--- config.mk ---
export PLATFORM = sky130hd
export DESIGN_NAME = armt_ctrl
export DESIGN_NICKNAME = d
export VERILOG_FILES = /design/src/hdl/armt_pkg.sv /design/src/hdl/armt_ctrl.sv
export VERILOG_INCLUDE_DIRS = /design/src /design/src/hdl
export SDC_FILE = /design/constraint.sdc
export NUM_CORES = 1
export LEC_CHECK = 0
export BUFFER_PORTS_ARGS = -buffer_cell sky130_fd_sc_hd__buf_4
export CAP_MARGIN = 20
export CORE_AREA = 2 2 39 41
export CTS_CLUSTER_SIZE = 10
export DETAILED_ROUTE_END_ITERATION = 6
export DIE_AREA = 0 0 41 43
export PLACE_DENSITY = 0.59
export SETUP_SLACK_MARGIN = 0.3
export SYNTH_ARGS = -nofsm -noshare
export SYNTH_HDL_FRONTEND = slang
export SYNTH_SLANG_ARGS = --single-unit
--- constraint.sdc ---
create_clock -name clk -period 2.9 [get_ports clk]
set_input_delay 0.435 -clock clk [delete_from_list [all_inputs] [get_ports clk]]
set_output_delay 0.435 -clock clk [all_outputs]
set_load 0.01 [all_outputs]
--- src/hdl/assert_macros.svh ---
// Assertion helpers shared by the RTL modules.
// Every check is sampled on the rising clock and is disabled while reset is low.
`ifndef ASSERT_MACROS_SVH
`define ASSERT_MACROS_SVH

// Plain property that has to hold on every clock.
`define ASSERT_ALWAYS(lbl, clk, rstn, prop, msg) \
	lbl: assert property (@(posedge clk) disable iff (!rstn) (prop)) else $error(msg);

// Same-cycle implication.
`define ASSERT_IMPL(lbl, clk, rstn, ante, cons, msg) \
	lbl: assert property (@(posedge clk) disable iff (!rstn) (ante) |-> (cons)) else $error(msg);

// Next-cycle implication.
`define ASSERT_NEXT(lbl, clk, rstn, ante, cons, msg) \
	lbl: assert property (@(posedge clk) disable iff (!rstn) (ante) |=> (cons)) else $error(msg);

`endif

--- src/hdl/armt_pkg.sv ---
// ----------------------------------------------------------------------------
// armt_pkg
// Types and constants shared by the address range merge table modules.
// ----------------------------------------------------------------------------
`default_nettype none

package armt_pkg;

	localparam int unsigned MAX_RANGES_DEF = 64;
	localparam logic [31:0] HITS_MAX       = 32'hFFFF_FFFF;

	// command field codes
	localparam logic CMD_ADD  = 1'b0;
	localparam logic CMD_READ = 1'b1;

	typedef enum logic [2:0] {
		ST_MERGED    = 3'd0,
		ST_INSERTED  = 3'd1,
		ST_EMPTY     = 3'd2,
		ST_FULL      = 3'd3,
		ST_READ_OK   = 3'd4,
		ST_BAD_INDEX = 3'd5
	} status_t;

	// one table entry as stored in the memory
	typedef struct packed {
		logic [63:0] lo;
		logic [63:0] hi;
		logic [31:0] hits;
	} entry_t;

	// memory read request
	typedef enum logic [1:0] {
		RD_NONE  = 2'd0,
		RD_FIRST = 2'd1,
		RD_NEXT  = 2'd2,
		RD_INDEX = 2'd3
	} rd_sel_t;

	// result action: what the datapath writes back and reports
	typedef enum logic [2:0] {
		ACT_NONE  = 3'd0,
		ACT_EMPTY = 3'd1,
		ACT_BAD   = 3'd2,
		ACT_READ  = 3'd3,
		ACT_MERGE = 3'd4,
		ACT_TAIL  = 3'd5
	} act_t;

	typedef struct packed {
		logic    load;
		rd_sel_t rd_sel;
		act_t    act;
	} dp_cmd_t;

	typedef struct packed {
		logic is_read;
		logic empty;
		logic idx_ok;
		logic cnt_zero;
		logic hit;
		logic last;
	} dp_stat_t;

endpackage

`default_nettype wire

--- src/hdl/armt_ctrl.sv ---
// ----------------------------------------------------------------------------
// armt_ctrl
// Controller: sequences decode, table scan, merge or append, and read.
// ----------------------------------------------------------------------------
`default_nettype none
`include "assert_macros.svh"

module armt_ctrl (
	input  wire                 clk,
	input  wire                 arst_n,
	input  wire                 start,
	output logic                busy,
	input  wire armt_pkg::dp_stat_t stat,
	output armt_pkg::dp_cmd_t   cmd
);

	typedef enum logic [5:0] {
		S_IDLE   = 6'b000001,
		S_DECIDE = 6'b000010,
		S_SCAN   = 6'b000100,
		S_READ   = 6'b001000,
		S_MERGE  = 6'b010000,
		S_TAIL   = 6'b100000
	} state_t;

	state_t state_q;
	state_t state_d;

	always_comb begin
		state_d    = state_q;
		cmd.load   = 1'b0;
		cmd.rd_sel = armt_pkg::RD_NONE;
		cmd.act    = armt_pkg::ACT_NONE;
		unique case (state_q)
			S_IDLE: begin
				if (start) begin
					cmd.load = 1'b1;
					state_d  = S_DECIDE;
				end
			end
			S_DECIDE: begin
				if (stat.is_read) begin
					if (stat.idx_ok) begin
						cmd.rd_sel = armt_pkg::RD_INDEX;
						state_d    = S_READ;
					end else begin
						cmd.act = armt_pkg::ACT_BAD;
						state_d = S_IDLE;
					end
				end else if (stat.empty) begin
					cmd.act = armt_pkg::ACT_EMPTY;
					state_d = S_IDLE;
				end else if (stat.cnt_zero) begin
					state_d = S_TAIL;
				end else begin
					cmd.rd_sel = armt_pkg::RD_FIRST;
					state_d    = S_SCAN;
				end
			end
			S_SCAN: begin
				// hold the read register on a hit so the merge sees that entry
				if (stat.hit) begin
					state_d = S_MERGE;
				end else if (stat.last) begin
					state_d = S_TAIL;
				end else begin
					cmd.rd_sel = armt_pkg::RD_NEXT;
				end
			end
			S_READ: begin
				cmd.act = armt_pkg::ACT_READ;
				state_d = S_IDLE;
			end
			S_MERGE: begin
				cmd.act = armt_pkg::ACT_MERGE;
				state_d = S_IDLE;
			end
			S_TAIL: begin
				cmd.act = armt_pkg::ACT_TAIL;
				state_d = S_IDLE;
			end
			default: begin
				state_d = S_IDLE;
			end
		endcase
	end

	always_ff @(posedge clk or negedge arst_n) begin
		if (!arst_n) begin
			state_q <= S_IDLE;
		end else begin
			state_q <= state_d;
		end
	end

	assign busy = (state_q != S_IDLE);

	`ASSERT_NEXT(a_scan_no_idle, clk, arst_n, state_q == S_SCAN, state_q != S_IDLE,
		"scan left without merge or append")

endmodule

`default_nettype wire

; ---- Word-level counts from Yosys, hierarchy flattened
; Cells that the tools add are included.
[word_totals]
ff_bits = 6
latchBits = 0
ram_bits = 0
rom_bits = 0
in_bits = 9
out_inout_bits = 7
memories = 0
[op_classes]
add_sub_neg = 0
n_mul = 0
div_mod_pow = 0
magnitude_cmp = 0
eq_ne = 9
shift = 0
mux = 20
bitwise = 0
n_reduce_logical = 1
[ops]
columns = cell, count
row1 = 6-bit two-way mux, 6
row2 = 6-bit case mux with 3 select lines, 1
row3 = 3-bit case mux with 4 select lines, 1
row4 = 2-bit two-way mux, 4
row5 = 6-bit by 1-bit == test with 1-bit output (second input constant), 1
row6 = 6-bit by 2-bit == test with 1-bit output (second input constant), 1
row7 = 6-bit by 3-bit == test with 1-bit output (second input constant), 1
row8 = 6-bit by 4-bit == test with 1-bit output (second input constant), 1
row9 = 6-bit by 5-bit == test with 1-bit output (second input constant), 1
row10 = 6-bit == test (second input constant), 1
row11 = 6-bit by 1-bit != test with 1-bit output (second input constant), 1
row12 = 1-bit two-way mux, 5
row13 = 5-bit two-way mux, 1
row14 = 4-bit two-way mux, 1
row15 = 2-bit case mux with 2 select lines, 1
row16 = 3-bit != test (second input constant), 1
row17 = 2-bit != test (second input constant), 1
row18 = 2-bit AND reduction, 1

; ---- Longest topological paths before layout
; Gate-level depths: netlist of run 1.
[logic_depth]
ltp_word = 4
depth_mapped = 5

; ---- Least setup slack after synthesis of run 1
; No wires, ideal clock.
[synth_timing]
path_type = reg2out
start = register state_q[5]
end = output port cmd[0] (netlist bit)
arrival_time_ps = 1678
required_time_ps = 2465
setup_slack_ps = 787
path_stages_with_launch = 6
n_path_buf = 2
cell_sequence = dfrtp_1 > buf_6 > or4_1 > or3_1 > buf_6 > o22ai_1
[synth_rtl]
columns = item, line_no
row1 = "start, declared", armt_ctrl.sv:26  ; state_t state_q;
row2 = "start signal, assigned", armt_ctrl.sv:92  ; state_q <= state_d;
row3 = "end, declared", armt_ctrl.sv:14  ; output armt_pkg::dp_cmd_t cmd

==> results.toml, run 1 <==
[floorplanning]
die_area_sq_um = 1760
die_w_microns = 41
start_util_pct = 27.8
die_h_microns = 43
coreArea_sq_um = 1380
rows = 14
io_pins = 16

[clock_tree]
cts_root_buffer = "clkbuf_4"
cts_buffer_depth = 2
cts_resized = 0
clock_latency_ps = 240
clkTransAtPathRegs_ps = 50
cts_buffers = 3
htree_levels = 1
tritoncts = "done"
clkSinkCount = 6

[detailed_routing]
via_per_inst = 5.06
drt_first_pass_iters = 4
drcViolationCount = 0
ant_nets = 0
drtIter0Drc = 6
route.vias.total = 390
wirelength_microns = 851
avgRoutedWirePerCell_microns = 11.1

[timing]
tightest_slew_ps = 414
finalHoldViolations = 0
slew_headroom_pct = 71.7
max_freq_mhz = 411
slew_violations = 0
min_period_ps = 2440
skew_ps = 4.61
setup_viol = 0
fin_crit_sh_pct = 84.0
rsz0062_at_grt = "false"
fin_tns_setup_ps = 0

[setup_path]
r2r_slack_ps = 1100
crit_arrival_ps = 2000
max_stage_delay_ps = 530
slowest_stage = "or4_1"
reg2regPathDepth = 3
critPathLaunchType = "flip-flop"
crit_chain = "or4_1 -> or3_1 -> o22ai_1 -> buf_4"
crit_cells = 4
worstPathRequired_ps = 2470
reg2reg_from = "state_q[5]"
crit_fanout = 8
cp_top_family = "simple AND/OR/NAND/NOR gates"
r2r_end = "state_q[0]"
cp-end-kind = "output port"
path_class = "flip-flop to output port"
path_buf_inv = 1

[synth]
synth_top_cell_by_area = "dfrtp_1"
synth_top_area_share_pct = 32.6
netlist-cell-type-count = 18
ys_warn_count = 0
syn_area_per_cell_sq_um = 8.93
syn_inst = 43
ys_ff_latch = 6
yosysSeqAreaShare_pct = 39.4
synthesis.nets = 52
synth_area_leaders = "dfrtp_1 33%, o32ai_1 9.1%, dfstp_2 6.8%"
synth.cell_area_sq_um = 384

[global_route]
grt_usage_pct = 12.4
grt_max_degree = 9
grt_use_met3_pct = 1.57
use_met2_pct = 16.9
grt-ovfl-total = 0
use_met1_pct = 17.6
grt_pass1_wl_mm = 1.50
first_global_vias = 369
busiest_layer = "met1"
antenna_found_initial = 0

[place]
place.gp.congestion = 0.631
dp_hpwl_microns = 696
portBuffers = 15
dpl.cell_count = 72

[finish]
syn_to_final_growth_pct = 38.1
instances_no_fill = 77
diodes = 0
drive_gt1_share_pct = 31.1
final_cell_mix = "15 x buf_4, 6 x nor2_1, 5 x inv_1, 5 x dfrtp_1, 4 x o32ai_1"
top_regs = "state_q (6)"
top_register = "state_q"
layout_commonest_cell = "buf_4"
fin_nets = 71
largest_reg_flops = 6

[min_path]
worstHoldPathType = "input port to flip-flop"
hold_path_depth = 2
hold_start = "stat[0]"
hold_end = "state_q[2]"

[power_and_ir_drop]
peakVddDrop_mv = 0.226
power.density_nw_per_um2 = 623
leakage_nw = 0.243

[status]
run_status = "finished clean"

[flow_run]
maxCapViolations = 0
## worst reg2reg max path, stage by stage, from the launching register on
cell and delay, ps:
dfrtp_1 430, or4_1 530, or3_1 450, a311o_1 310
## how the worst max path moves through the flow
stage                     slack (ps)     end  startpoint
after CTS                        460  cmd[0]  state_q[5]
after detailed placement         730  cmd[0]  state_q[5]
after global routing             390  cmd[4]  state_q[5]
after floorplan                  790  cmd[0]  state_q[5]
final                            460  cmd[0]  state_q[5]
after global placement           720  cmd[1]  state_q[5]
## metrics by stage
stage	worst slack, ps	cell area (sq um)	util [%]	total power [mW]	hold WS, ps
finish	465	531	38.3	0.330	411
global route	387	531	38.3	0.358	416
CTS	458	531	38.3	0.336	403
detailed placement	728	494	35.7	0.249	246
global placement	722	494	35.7	0.249	244
floorplan	787	384	-	0.202	139
## kinds of logic (layout without fill, tap and decap cells)
logic type | count (synthesis) | count (layout) | synth area share (%)
and+or+nand+nor | 20 | 20 | 28.3
AOI/OAI and AO/OA | 8 | 8 | 16.9
buffers and inverters | 7 | 25 | 10.7
DFF | 6 | 6 | 39.4
xor gates and xnor gates | 2 | 2 | 4.56
## report_power, final
| group | internal, mW | switching [mW] |
|---|---|---|
| clock network | 0.0521 | 0.0294 |
| registers | 0.103 | 0.0180 |
| logic | 0.0657 | 0.0620 |
| total | 0.221 | 0.109 |
## cells in the mapped netlist (all sizes together)
cell	instances
dfrtp	5
o32ai	4
and4	1
or4	3
nor4	2
a2111oi	1
buf	2
nor2	6
nand2	2
inv	5
dfstp	1
xnor2	2
or3	2
nand2b	2
a311o	1
nand3	2
a21oi	1
o22ai	1
## cell type report
cell class | count | area (sq um)
clock buffer | 4 | 26.3
fill | 151 | 853
inverter | 5 | 18.8
multi-input combinational | 30 | 191
sequential | 6 | 151
tap | 16 | 20.0
timing repair buffer | 16 | 123
## timing repair
action | CTS | global route
hold buffers | 1 | 0
setup buffers | 0 | 0
endpoints found under the hold margin | 5 | 0
## per-layer routing
| layer | up-vias | routed length [microns] |
|---|---|---|
| met5 | - | 0 |
| met4 | 0 | 6 |
| met3 | 2 | 52 |
| met2 | 14 | 411 |
| met1 | 177 | 381 |
| li1 | 197 | - |
Note: power is estimated with default switching activity, not from simulation.
==> run 2, diff against run 1 <==
- PLACE_DENSITY: 0.59 -> 0.61
- clock period: 2.9 -> 2.06 ns (I/O delays scaled with it)
==> run 2 against run 1 <==
Net effect:
- the flow now finishes with violations (setup timing)
- critical path type unchanged
- non-clock buffer count increased by 9
- clock power grew 44%
- first-iteration DRC count down 67%
- hold slack got worse by 130 ps
- largest cell class unchanged
==> results.toml, run 2 (synthesized netlist as in run 1, its figures left out) <==
[setup_path]
reg2reg_from = "state_q[4]"
path_class = "flip-flop to output port"
critPathLaunchType = "flip-flop"
critPathCapture = "cmd[0]"
worstPathRequired_ps = 1750
cp-startpoint = "state_q[4]"
reg2regPathDepth = 4
cp-end-kind = "output port"
r2r_end = "state_q[0]"
r2r_slack_ps = 260
crit_arrival_ps = 1840
crit_fanout = 6

[detailed_routing]
via_per_inst = 4.78
wirelength_microns = 964
drtIter0Drc = 2
route.vias.total = 411
drt_first_pass_iters = 2
ant_nets = 0
drcViolationCount = 0
avgRoutedWirePerCell_microns = 11.2

[global_route]
first_global_vias = 409
grt-ovfl-total = 0
grt_usage_pct = 14.9
antenna_found_initial = 0
grt_max_degree = 8
grt_pass1_wl_mm = 1.71

[floorplanning]
coreArea_sq_um = 1380
die_w_microns = 41
io_pins = 16
rows = 14
start_util_pct = 27.8
die_h_microns = 43
die_area_sq_um = 1760

[min_path]
worstHoldPathType = "input port to flip-flop"

[place]
portBuffers = 15
dp_hpwl_microns = 723
placed_cell_area_sq_um = 564
post-place-ws_ps = -21.8
place.gp.congestion = 0.671

[timing]
max_freq_mhz = 466
fin_crit_sh_pct = 104
min_period_ps = 2150
finalHoldViolations = 0
holdWs_ps = 284
fin_ws_ps = -85.8
slew_headroom_pct = 66.8
fin_tns_setup_ps = -271
skew_ps = 5.20
setup_viol = 4
rsz0062_at_grt = "true"
slew_violations = 0
tightest_slew_ps = 485

[finish]
final_cell_mix = "20 x buf_4, 5 x inv_1, 5 x nor2_1, 5 x dfrtp_1, 4 x buf_6"
drive_gt1_share_pct = 52.9
top_regs = "state_q (6)"
largest_reg_flops = 6
fin_area_sq_um = 677
diodes = 0
fillers = 133
layout_commonest_cell = "buf_4"
multi_input_comb_area_sq_um = 255
top_register = "state_q"
syn_to_final_growth_pct = 76.2
seq_area_sq_um = 151
fin_nets = 80

[clock_tree]
tritoncts = "done"
clkTransAtPathRegs_ps = 50
cts_buffers = 3
htree_levels = 1
cts_buffer_depth = 2
clock_latency_ps = 240
clkSinkCount = 6
cts_root_buffer = "clkbuf_4"

[power_and_ir_drop]
leakage_nw = 0.304
power_mw = 0.586
peakVddDrop_mv = 0.394
power.density_nw_per_um2 = 866

[flow_run]
maxCapViolations = 0

[status]
failed_checks = "setup timing"
run_status = "complete, but fails checks"
[run 2: report_power, final]
| part | switching, mW | leakage [nW] | internal [mW] |
|---|---|---|---|
| registers | 0.0259 | 0.0793 | 0.145 |
| logic | 0.126 | 0.210 | 0.173 |
| clock network | 0.0431 | 0.0150 | 0.0734 |
| total | 0.195 | 0.304 | 0.391 |
[run 2: area by class of cell]
type,count,area share (%)
Multi-Input combinational cell,30,37.7
Timing Repair Buffer,25,30.3
Sequential cell,6,22.4
Clock buffer,4,3.88
Tap cell,16,2.96
Inverter,5,2.77
[run 2: worst min path at each step]
stage | start | endpoint | slack [ps] | depth (start not counted)
detailed placement | arst_n | state_q[1] | 120 | 1
global route | stat[0] | state_q[2] | 290 | 2
floorplan | arst_n | state_q[1] | 10 | 0
CTS | stat[0] | state_q[2] | 280 | 2
global placement | arst_n | state_q[1] | 120 | 1
finish | stat[0] | state_q[2] | 280 | 2
[run 2: layer usage]
layer / share of wire [%] / GRT usage (%) / vias to the layer above
met5: 0 / 0 / -
met4: 0 / 10.0 / 0
met3: 2.9 / 4.71 / 0
met2: 53 / 20.6 / 9
met1: 44 / 18.9 / 188
li1: - / - / 214
[run 2: critical path, cell delays in order (launching register included)]
cell	delay [ps]
dfrtp_1	380
or4_4	530
or3_4	400
o22ai_4	160
buf_6	120
[run 2: timing repair]
action	CTS	global route
endpoints found under the hold margin	5	0
hold buffers	1	0
pin swaps	3	3
resized for setup	6	4
setup endpoints to repair	10	8
setup buffers	3	1
[run 2: metrics by stage]
| stage | util (%) | cells |
|---|---|---|
| 2_1_floorplan | - | 43 |
| 3_3_place_gp | 40.8 | 77 |
| 3_5_place_dp | 40.8 | 77 |
| 4_1_cts | 47.4 | 85 |
| 5_1_grt | 48.9 | 86 |
| 6_report | 48.9 | 86 |
==> run 3, diff against run 2 <==
- SETUP_SLACK_MARGIN: 0.3 -> 0.1
==> run 3 against run 2 <==
Net effect:
- first-iteration DRC count unchanged
- global-route usage decreased by 0.29 points
- clock power increased by 4%
- cell count decreased by 4.7%
- combinational power decreased by 28%
- die area unchanged
- sequential share of layout area increased by 3.2 points
- critical path depth unchanged
- critical endpoint is now cmd[4]
- setup slack got worse by 30 ps
- count of clock-buffer cells in the layout unchanged
- utilization decreased by 6.1 points
- via count decreased by 1.7%
- the run still ends with setup timing left
==> results.toml, run 3 (synthesized netlist as in run 1, its figures left out) <==
[setup_path]
crit_arrival_ps = 1870
cp_top_family = "simple AND/OR/NAND/NOR gates"
crit_chain = "or4_4 -> or3_4 -> o32ai_1 -> buf_4"
worstPathRequired_ps = 1750
critPathLaunchType = "flip-flop"
path_buf_inv = 1
max_stage_delay_ps = 540
crit_fanout = 6
slowest_stage = "or4_4"
path_class = "flip-flop to output port"
cp-end-kind = "output port"

[floorplanning]
die_w_microns = 41
coreArea_sq_um = 1380
die_h_microns = 43
start_util_pct = 27.8
die_area_sq_um = 1760
rows = 14
io_pins = 16

[status]
failed_checks = "setup timing"
run_status = "complete, but fails checks"

[finish]
layout_commonest_cell = "buf_4"
fin_util_pct = 42.9
final_cell_mix = "20 x buf_4, 6 x nor2_1, 5 x inv_1, 5 x dfrtp_1, 4 x o32ai_1"
top_regs = "state_q (6)"
fin_nets = 76
largest_reg_flops = 6
diodes = 0
fin_area_sq_um = 593
drive_gt1_share_pct = 43.9
syn_to_final_growth_pct = 54.4
top_register = "state_q"

[timing]
skew_ps = 3.32
setup_viol = 4
finalHoldViolations = 0
slew_headroom_pct = 73.2
rsz0062_at_grt = "true"
fin_crit_sh_pct = 106
max_freq_mhz = 460
min_period_ps = 2180
fin_tns_setup_ps = -370
fin_ws_ps = -115
tightest_slew_ps = 392
slew_violations = 0

[clock_tree]
clkTransAtPathRegs_ps = 50
cts_buffer_depth = 2
tritoncts = "done"
htree_levels = 1
clock_latency_ps = 250
clkSinkCount = 6
cts_root_buffer = "clkbuf_4"
cts_buffers = 3

[global_route]
grt-ovfl-total = 0
antenna_found_initial = 0
grt_pass1_wl_mm = 1.67
grt_usage_pct = 14.6
first_global_vias = 426
grt_max_degree = 8

[place]
dp_hpwl_microns = 737
placed_cell_area_sq_um = 531
place.gp.congestion = 0.669
portBuffers = 15

[detailed_routing]
route.vias.total = 404
ant_nets = 0
via_per_inst = 4.93
drt_first_pass_iters = 3
drcViolationCount = 0
avgRoutedWirePerCell_microns = 12.5
wirelength_mm = 1.03
drtIter0Drc = 2

[power_and_ir_drop]
leakage_nw = 0.270
peakVddDrop_mv = 0.322
power.density_nw_per_um2 = 856

[flow_run]
maxCapViolations = 0

[min_path]
worstHoldPathType = "input port to flip-flop"
run 3: changes by cell type in the layout (fill, tap and decap cells not counted), sizes merged:
cell / change
buf: -4
run 3: metrics by stage:
stage	setup WS, ps	std cells	hold WS, ps	power [mW]
final	-115	82	278	0.508
after global routing	-152	82	281	0.543
after CTS	-109	82	269	0.500
after detailed placement	89.2	76	119	0.364
after global placement	95.8	76	117	0.361
after floorplan	110	43	13.4	0.289
run 3: cell type report:
class | instances | area, sq um
fillers | 147 | 791
multi-input cells | 30 | 216
clock buffers | 4 | 26.3
inverters | 5 | 18.8
well taps | 16 | 20.0
repair buffers | 21 | 160
flip-flops and latches | 6 | 151
run 3: final timing paths:
path	from	endpoint	slack [ps]	cells after the start
worst max-delay path	state_q[4]	cmd[4]	-120	4
min in group asynchronous	arst_n	state_q[2]	400	2
max in group asynchronous	arst_n	state_q[0]	1450	2
worst max register to register	state_q[4]	state_q[0]	140	5
worst min-delay path	stat[0]	state_q[2]	280	2
worst min register to register	state_q[0]	state_q[1]	660	2
run 3: what timing repair did:
item / CTS / global route
resized for setup: 2 / 2
endpoints found under the hold margin: 5 / 0
endpoints found under the setup margin: 4 / 6
gates cloned: 0 / 0
setup buffers: 1 / 0
hold buffers: 1 / 0
run 3: per-layer routing:
metal	part of all wire, %	global-route usage [%]	vias up
met5	0	0	-
met2	55	23.4	11
li1	-	-	204
met3	3.6	3.14	0
met1	41	15.9	189
met4	0	10.0	0
run 3: where the power goes:
part,internal (mW),total [mW],switching [mW]
sequential,0.145,0.170,0.0246
combinational,0.115,0.216,0.101
clock,0.0737,0.122,0.0481
total,0.334,0.508,0.174
